$ cat src/design/ean13_pkg.sv
// Shared types, symbol tables and lookup helpers for the EAN-13 decoder.
// No dependencies; every other design file refers to this package by scoped names.
`timescale 1ns / 1ps

package ean13_pkg;

  localparam int unsigned NumModules = 95;
  localparam int unsigned NumSide    = 6;
  localparam int unsigned NumDigits  = 13;
  localparam int unsigned DigitsW    = 4 * NumDigits;

  typedef enum logic [1:0] {
    ST_FWD  = 2'd0,
    ST_REV  = 2'd1,
    ST_FAIL = 2'd2
  } status_t;

  // Left-hand odd (A), left-hand even (B) and right-hand symbol patterns,
  // first module in the msb.
  localparam logic [9:0][6:0] TabL = '{
    7'h0B, 7'h37, 7'h3B, 7'h2F, 7'h31, 7'h23, 7'h3D, 7'h13, 7'h19, 7'h0D};
  localparam logic [9:0][6:0] TabG = '{
    7'h17, 7'h09, 7'h11, 7'h05, 7'h39, 7'h1D, 7'h21, 7'h1B, 7'h33, 7'h27};
  localparam logic [9:0][6:0] TabR = '{
    7'h74, 7'h48, 7'h44, 7'h50, 7'h4E, 7'h5C, 7'h42, 7'h6C, 7'h66, 7'h72};
  // Parity pattern of the six left symbols (1 = B) for each leading digit
  localparam logic [9:0][5:0] TabPar = '{
    6'h1A, 6'h16, 6'h15, 6'h1C, 6'h19, 6'h13, 6'h0E, 6'h0D, 6'h0B, 6'h00};

  typedef struct packed {
    logic       hit;
    logic       even;
    logic [3:0] dig;
  } left_hit_t;

  typedef struct packed {
    logic       hit;
    logic [3:0] dig;
  } dig_hit_t;

  // Per-direction result of the symbol lookups; dig[i] is digit i+1.
  typedef struct packed {
    logic [11:0][3:0] dig;
    logic [5:0]       par;
    logic             ok;
  } dir_sym_t;

  typedef struct packed {
    dir_sym_t [1:0] dir;
    logic           guards_ok;
  } sym_res_t;

  // Per-direction digits with leading digit resolved and the weighted sum
  typedef struct packed {
    logic [DigitsW-1:0] bcd;
    logic [7:0]         sum;
    logic               ok;
  } dir_sum_t;

  typedef struct packed {
    dir_sum_t [1:0] dir;
    logic           guards_ok;
  } sum_res_t;

  function automatic left_hit_t decode_left(input logic [6:0] p);
    left_hit_t r;
    r = '0;
    for (int k = 0; k < 10; k++) begin
      if (!r.hit) begin
        if (TabL[k] == p) begin
          r.hit = 1'b1;
          r.even = 1'b0;
          r.dig = 4'(k);
        end else if (TabG[k] == p) begin
          r.hit = 1'b1;
          r.even = 1'b1;
          r.dig = 4'(k);
        end
      end
    end
    return r;
  endfunction

  function automatic dig_hit_t decode_right(input logic [6:0] p);
    dig_hit_t r;
    r = '0;
    for (int k = 0; k < 10; k++) begin
      if (!r.hit && TabR[k] == p) begin
        r.hit = 1'b1;
        r.dig = 4'(k);
      end
    end
    return r;
  endfunction

  function automatic dig_hit_t decode_lead(input logic [5:0] par);
    dig_hit_t r;
    r = '0;
    for (int k = 0; k < 10; k++) begin
      if (!r.hit && TabPar[k] == par) begin
        r.hit = 1'b1;
        r.dig = 4'(k);
      end
    end
    return r;
  endfunction

  // Expected check digit (10 - s mod 10) mod 10; s*205 >> 11 is s/10 for s < 1029
  function automatic logic [3:0] check_of(input logic [7:0] s);
    logic [15:0] prod;
    logic [7:0]  rem;
    logic [3:0]  r;
    prod = 16'(s) * 16'd205;
    rem  = s - 8'(prod[15:11]) * 8'd10;
    r    = rem[3:0];
    return (r == 4'd0) ? 4'd0 : 4'd10 - r;
  endfunction

endpackage

$ cat src/design/ean13_sym_stage.sv
// First pipeline stage: guard check and table lookup of all 24 symbols,
// forward and reversed reading. Depends on ean13_pkg.
`timescale 1ns / 1ps

module ean13_sym_stage (
  input  logic                          clk,
  input  logic                          rst,
  input  logic                          in_valid,
  output logic                          in_ready,
  input  logic [ean13_pkg::NumModules-1:0] in_mod,
  output logic                          out_valid,
  input  logic                          out_ready,
  output ean13_pkg::sym_res_t           out_res
);

  ean13_pkg::sym_res_t res_next;

  always_comb begin
    logic [6:0]           p;
    ean13_pkg::left_hit_t lh;
    ean13_pkg::dig_hit_t  rh;
    int                   idx;
    res_next = '0;
    res_next.guards_ok = in_mod[0] && !in_mod[1] && in_mod[2] &&
                         !in_mod[45] && in_mod[46] && !in_mod[47] &&
                         in_mod[48] && !in_mod[49] &&
                         in_mod[92] && !in_mod[93] && in_mod[94];
    for (int d = 0; d < 2; d++) begin
      res_next.dir[d].ok = 1'b1;
      for (int i = 0; i < 6; i++) begin
        // left half symbol
        for (int t = 0; t < 7; t++) begin
          idx = 3 + 7 * i + t;
          p[6-t] = (d == 1) ? in_mod[94-idx] : in_mod[idx];
        end
        lh = ean13_pkg::decode_left(p);
        res_next.dir[d].dig[i] = lh.dig;
        res_next.dir[d].par[5-i] = lh.even;
        if (!lh.hit) res_next.dir[d].ok = 1'b0;
        // right half symbol
        for (int t = 0; t < 7; t++) begin
          idx = 50 + 7 * i + t;
          p[6-t] = (d == 1) ? in_mod[94-idx] : in_mod[idx];
        end
        rh = ean13_pkg::decode_right(p);
        res_next.dir[d].dig[6+i] = rh.dig;
        if (!rh.hit) res_next.dir[d].ok = 1'b0;
      end
    end
  end

  assign in_ready = !out_valid || out_ready;

  always_ff @(posedge clk) begin
    if (rst) begin
      out_valid <= 1'b0;
    end else if (in_ready) begin
      out_valid <= in_valid;
    end
  end

  always_ff @(posedge clk) begin
    if (in_ready && in_valid) begin
      out_res <= res_next;
    end
  end

endmodule

$ cat src/design/ean13_sum_stage.sv
// Second pipeline stage: leading digit from the left parity pattern, BCD
// assembly and the weighted digit sum per direction. Depends on ean13_pkg.
`timescale 1ns / 1ps

module ean13_sum_stage (
  input  logic                clk,
  input  logic                rst,
  input  logic                in_valid,
  output logic                in_ready,
  input  ean13_pkg::sym_res_t in_res,
  output logic                out_valid,
  input  logic                out_ready,
  output ean13_pkg::sum_res_t out_res
);

  ean13_pkg::sum_res_t res_next;

  always_comb begin
    ean13_pkg::dig_hit_t lead;
    logic [5:0]          s_one;
    logic [5:0]          s_three;
    res_next = '0;
    res_next.guards_ok = in_res.guards_ok;
    for (int d = 0; d < 2; d++) begin
      lead = ean13_pkg::decode_lead(in_res.dir[d].par);
      res_next.dir[d].ok = in_res.dir[d].ok && lead.hit;
      res_next.dir[d].bcd[51:48] = lead.dig;
      for (int i = 0; i < 12; i++) begin
        res_next.dir[d].bcd[47-4*i -: 4] = in_res.dir[d].dig[i];
      end
      // weight 1 on digits 0,2,..,10, weight 3 on digits 1,3,..,11
      s_one   = 6'(lead.dig);
      s_three = '0;
      for (int j = 0; j < 5; j++) begin
        s_one = s_one + 6'(in_res.dir[d].dig[2*j+1]);
      end
      for (int j = 0; j < 6; j++) begin
        s_three = s_three + 6'(in_res.dir[d].dig[2*j]);
      end
      res_next.dir[d].sum = 8'(s_one) + {1'b0, s_three, 1'b0} + 8'(s_three);
    end
  end

  assign in_ready = !out_valid || out_ready;

  always_ff @(posedge clk) begin
    if (rst) begin
      out_valid <= 1'b0;
    end else if (in_ready) begin
      out_valid <= in_valid;
    end
  end

  always_ff @(posedge clk) begin
    if (in_ready && in_valid) begin
      out_res <= res_next;
    end
  end

endmodule

$ cat src/design/ean13_check_stage.sv
// Final pipeline stage: check digit test, direction select and the output
// register driving the master stream. Depends on ean13_pkg.
`timescale 1ns / 1ps

module ean13_check_stage (
  input  logic                clk,
  input  logic                rst,
  input  logic                in_valid,
  output logic                in_ready,
  input  ean13_pkg::sum_res_t in_res,
  output logic                m_tvalid,
  input  logic                m_tready,
  output logic [55:0]         m_tdata,  // digits[51:0], zero pad
  output logic [2:0]          m_tuser   // decode_status[1:0], guards_ok
);

  logic                     fwd_ok;
  logic                     rev_ok;
  ean13_pkg::status_t       status_next;
  logic [ean13_pkg::DigitsW-1:0] digits_next;

  always_comb begin
    fwd_ok = in_res.dir[0].ok &&
             ean13_pkg::check_of(in_res.dir[0].sum) == in_res.dir[0].bcd[3:0];
    rev_ok = in_res.dir[1].ok &&
             ean13_pkg::check_of(in_res.dir[1].sum) == in_res.dir[1].bcd[3:0];
    priority if (fwd_ok) begin
      status_next = ean13_pkg::ST_FWD;
      digits_next = in_res.dir[0].bcd;
    end else if (rev_ok) begin
      status_next = ean13_pkg::ST_REV;
      digits_next = in_res.dir[1].bcd;
    end else begin
      status_next = ean13_pkg::ST_FAIL;
      digits_next = '0;
    end
  end

  assign in_ready = !m_tvalid || m_tready;

  always_ff @(posedge clk) begin
    if (rst) begin
      m_tvalid <= 1'b0;
    end else if (in_ready) begin
      m_tvalid <= in_valid;
    end
  end

  always_ff @(posedge clk) begin
    if (in_ready && in_valid) begin
      m_tdata <= {4'b0, digits_next};
      m_tuser <= {in_res.guards_ok, status_next};
    end
  end

endmodule

$ cat src/design/ean13_symbol_decoder_unit.sv
// Top level of the EAN-13 symbol decoder: three-stage stream pipeline.
// Depends on ean13_pkg, ean13_sym_stage, ean13_sum_stage, ean13_check_stage.
`timescale 1ns / 1ps

// Decodes one quantized 95-module EAN-13 pattern per beat (bit k of s_tdata is
// module k, 1 = black) and returns one result beat per input beat, in order.
// Throughput is one pattern per clock while m_tready is high; each result passes
// through the three register stages (symbol lookup, digit sum, check
// and output register). Both reading directions are decoded in parallel; the
// forward reading wins when both pass. Each stage takes a new beat whenever it
// is empty or its result moves on, so s_tready follows m_tready combinationally
// only once the whole pipeline is full. On failure digits read as zero.

module ean13_symbol_decoder_unit (
  input  logic        clk,
  input  logic        rst,
  input  logic        s_tvalid,
  output logic        s_tready,
  input  logic [95:0] s_tdata,   // modules_low[47:0], modules_high[46:0], zero pad
  output logic        m_tvalid,
  input  logic        m_tready,
  output logic [55:0] m_tdata,   // digits[51:0], zero pad
  output logic [2:0]  m_tuser    // decode_status[1:0], guards_ok
);

  logic                s1_valid;
  logic                s1_ready;
  ean13_pkg::sym_res_t s1_res;
  logic                s2_valid;
  logic                s2_ready;
  ean13_pkg::sum_res_t s2_res;

  ean13_sym_stage u_sym (
    .clk       (clk),
    .rst       (rst),
    .in_valid  (s_tvalid),
    .in_ready  (s_tready),
    .in_mod    (s_tdata[ean13_pkg::NumModules-1:0]),
    .out_valid (s1_valid),
    .out_ready (s1_ready),
    .out_res   (s1_res)
  );

  ean13_sum_stage u_sum (
    .clk       (clk),
    .rst       (rst),
    .in_valid  (s1_valid),
    .in_ready  (s1_ready),
    .in_res    (s1_res),
    .out_valid (s2_valid),
    .out_ready (s2_ready),
    .out_res   (s2_res)
  );

  ean13_check_stage u_check (
    .clk      (clk),
    .rst      (rst),
    .in_valid (s2_valid),
    .in_ready (s2_ready),
    .in_res   (s2_res),
    .m_tvalid (m_tvalid),
    .m_tready (m_tready),
    .m_tdata  (m_tdata),
    .m_tuser  (m_tuser)
  );

  // a failed decode carries no digits
  a_fail_zero: assert property (@(posedge clk) disable iff (rst)
    m_tvalid && m_tuser[1:0] == ean13_pkg::ST_FAIL |-> m_tdata == '0)
    else $error("failed decode with nonzero digits");

  // input back-pressure only when every stage is full and the sink stalls
  a_stall_src: assert property (@(posedge clk) disable iff (rst)
    !s_tready |-> m_tvalid && !m_tready && s1_valid && s2_valid)
    else $error("input stalled with room in the pipeline");

  // a successful decode always ends in a valid BCD check digit
  a_check_bcd: assert property (@(posedge clk) disable iff (rst)
    m_tvalid && m_tuser[1:0] != ean13_pkg::ST_FAIL |-> m_tdata[3:0] <= 4'd9)
    else $error("check digit out of range");

endmodule
$ cat config.mk
export PLATFORM = sky130hd
export DESIGN_NAME = ean13_symbol_decoder_unit
export DESIGN_NICKNAME = d
export VERILOG_FILES = /design/src/design/ean13_pkg.sv /design/src/design/ean13_sym_stage.sv /design/src/design/ean13_sum_stage.sv /design/src/design/ean13_check_stage.sv /design/src/design/ean13_symbol_decoder_unit.sv
export SDC_FILE = /design/constraint.sdc
export NUM_CORES = 1
export LEC_CHECK = 0
export BUFFER_PORTS_ARGS = -buffer_cell sky130_fd_sc_hd__buf_4
export CORE_MARGIN = 2
export CORE_UTILIZATION = 30
export DETAILED_ROUTE_END_ITERATION = 8
export GPL_TIMING_DRIVEN = 0
export MAX_ROUTING_LAYER = met4
export PLACE_DENSITY = 0.54
export SKIP_LAST_GASP = 1
export SYNTH_ARGS = -nofsm -noshare
export SYNTH_HDL_FRONTEND = slang
export SYNTH_SLANG_ARGS = --single-unit
$ cat constraint.sdc
create_clock -name clk -period 32.8 [get_ports clk]
set_input_delay 3.28 -clock clk [delete_from_list [all_inputs] [get_ports clk]]
set_output_delay 3.28 -clock clk [all_outputs]
set_load 0.01 [all_outputs]
==> results.sh <==
export IMPL_status="finished clean"
export IMPL_min_period_ps=7600
export IMPL_crit_slowest_cell="nor2b_1"
export IMPL_timing_final_crit_share_pct=23.2
export IMPL_drive_gt1_share_pct=12.0
export IMPL_routed_wl_um=62700
export IMPL_insertion_delay_ps=540
export IMPL_antenna_found_initial=2
export IMPL_worst_pin_slew_ps=1060
export IMPL_hold_viol_final=0
export IMPL_timing_hold_ws_ps=422
export IMPL_synth_ff_latch_count=292
export IMPL_critical_path_max_fanout=6
export IMPL_slew_viol_final=0
export IMPL_grt_max_degree=31
export IMPL_finalSetupTns_ps=0
export IMPL_clockBufferDepth=3
export IMPL_fin_cells=3310
export IMPL_h_tree_depth=2
export IMPL_hp_class="reg -> reg"
export IMPL_dpl_cell_count=3251
export IMPL_synth_main_ff_cell="edfxtp_1"
export IMPL_cts_buffers=34
export IMPL_postCtsHoldBufs=0
export IMPL_yosysWarningCount=0
export IMPL_fmax_ghz=0.132
export IMPL_synth_top_cell_area_share_pct=40.0
export IMPL_via_count=16900
export IMPL_yosys_cell_count_top_type="edfxtp_1"
export IMPL_core_um2=71500
export IMPL_die_x_um=273
export IMPL_dieArea_um2=74400
export IMPL_vias_per_cell=5.10
export IMPL_routedWlPerCell_um=18.9
export IMPL_nFillCells=7050
export IMPL_ys_top_cells_by_area="edfxtp_1 40%, fa_1 8.1%, ha_1 7.2%"
export IMPL_skew_ps=28.5
export IMPL_hold_depth=0
export IMPL_crit_top_cell="buf_4"
export IMPL_synth_top_area_cell="edfxtp_1"
export IMPL_crit_path_end_kind="primary output"
export IMPL_grt_pass1_wl_um=95500
export IMPL_dp_hpwl_um=50600
export IMPL_grt_pass1_vias=16200
export IMPL_cts_sinks=292
export IMPL_path_cells="buf_4 > nor2b_1 > nand3_1 > buf_4"
export IMPL_portBuffers=131
export IMPL_synth_edf_count=289
export IMPL_nets=2649
export IMPL_cts_root_buf="clkbuf_16"
export IMPL_cts_tree="done"
export IMPL_syn_inst=2156
export IMPL_cap_violations=0
export IMPL_critPathKind="in -> out"
export IMPL_required_ps=29520
export IMPL_start_util_pct=30.3
export IMPL_pin_count=161
export IMPL_syn_to_final_growth_pct=16.5
export IMPL_die_y_um=273
export IMPL_drt_iter0_markers=1479
export IMPL_yosysUniqueCellTypes=87
export IMPL_drc=0
export IMPL_path_clk_slew_ps=60
export IMPL_slew_headroom_pct=29.0
export IMPL_cts_resized=0
export IMPL_syn_avg_cell_area_um2=10.1
export IMPL_worstRegToRegCells=23
export IMPL_drtAntennaViolNets=0
export IMPL_slowest_delay_ps=560
export IMPL_final_setup_viol_count=0
export IMPL_yosysSeqAreaShare_pct=40.3
export IMPL_async_flop_share_pct=0
export IMPL_synth_commonest_cells="289 x edfxtp_1, 255 x inv_1, 162 x nor2_1"
export IMPL_drt_first_pass_iters=5
export IMPL_gr_total_overflow=0
export IMPL_syn_area_um2=21700
export IMPL_critPathLaunchType="primary input"
export IMPL_gp_congestion=0.899
export IMPL_rsz0062_at_grt="no"
export IMPL_worst_ep_arrival_time_ps=4320
export IMPL_fin_util_pct=35.3
export IMPL_rows=98
export IMPL_grt_use_total_pct=17.1
export IMPL_post_cts_setup_buffer_count=0
==> path summary, 6_finish.rpt <==
check | slack, ps | end | start
worst max register to register | 25240 | u_check.m_tdata[40]$_DFFE_PP_ | u_sum.out_res[2]$_DFFE_PP_
worst min register to register | 420 | u_sum.out_res[0]$_DFFE_PP_ | u_sym.out_res[0]$_DFFE_PP_
worst min-delay path | 420 | u_sum.out_res[0]$_DFFE_PP_ | u_sym.out_res[0]$_DFFE_PP_
worst max-delay path | 25200 | s_tready | m_tready
==> registers in the layout, summed over array words and instances, names as in the netlist <==
register          count
u_check.m_tdata      52
u_check.m_tuser       3
u_check.m_tvalid      1
u_sum.out_res       123
u_sum.out_valid       1
u_sym.out_res       111
u_sym.out_valid       1
==> layout by cell type (no fill, tap or decap), types with 9 or more instances in the layout <==
cell type  count
a21o_1        32
a22oi_1        9
ha_1         124
fa_1          88
xor2_1        36
o211ai_1      61
nand4_1       14
nor3b_1       12
o21ai_0       82
buf_4        135
a31oi_1       26
and3_1        12
nand3b_1      10
nand3_1       55
clkbuf_1     121
a211oi_1      20
nor2_1       162
buf_1         24
nor2b_1       32
xnor2_1       54
o22ai_1       19
edfxtp_1     289
inv_1        255
nor4_1         9
a221oi_1      10
nand2_1      110
mux2i_1       15
o31ai_1       11
nor3_1        70
nand2b_1      42
or3_1         10
o41ai_2       48
a21oi_1      141
clkbuf_16     35
==> area by class of cell <==
class	instances	area, um2	share of cell area, %
inverters	255	957	3.79
multi-input cells	1456	11400	45.0
repair buffers	142	1220	4.85
diodes	1	2.50	0.00991
clock buffers	41	898	3.56
plain buffers	156	661	2.62
flip-flops and latches	292	8740	34.6
clock inverters	17	216	0.857
well taps	950	1190	4.71
==> worst max-delay path: cells and delay by family <==
family,cells,cell delay (ps)
buffers and inverters,2,300
AND/OR/NAND/NOR,2,750
==> cell families (layout without fill, tap and decap cells) <==
family          Yosys count  after routing  share of synthesized area (%)
simple gates            579            579                           13.4
fa+ha+maj               212            212                           15.3
flops                   292            292                           40.3
xor+xnor                 92             92                           3.85
mux                      22             22                           1.07
compound gates          547            547                           18.6
other cells               1              5                         0.0173
buf+inv                 411            611                           7.47
==> per-stage QoR <==
step                      setup WS [ps]  cell area, um2
after floorplan                   19740           21700
after global placement            15740           23900
after detailed placement          25180           24100
after CTS                         25170           25200
after global routing              24890           25200
final                             25200           25300
==> per-layer routing <==
metal / vias to the layer above / global-route usage, % / share of wire [%]
met1: 8222 / 22.6 / 45
met3: 64 / 1.93 / 4.5
met2: 466 / 28.0 / 49
met5: - / - / 0
met4: 0 / 4.02 / 2.1
li1: 8143 / - / -
Power is left out: the tool's default activity adds up to more than one toggle a clock period on the data nets, which glitch-free logic cannot reach.
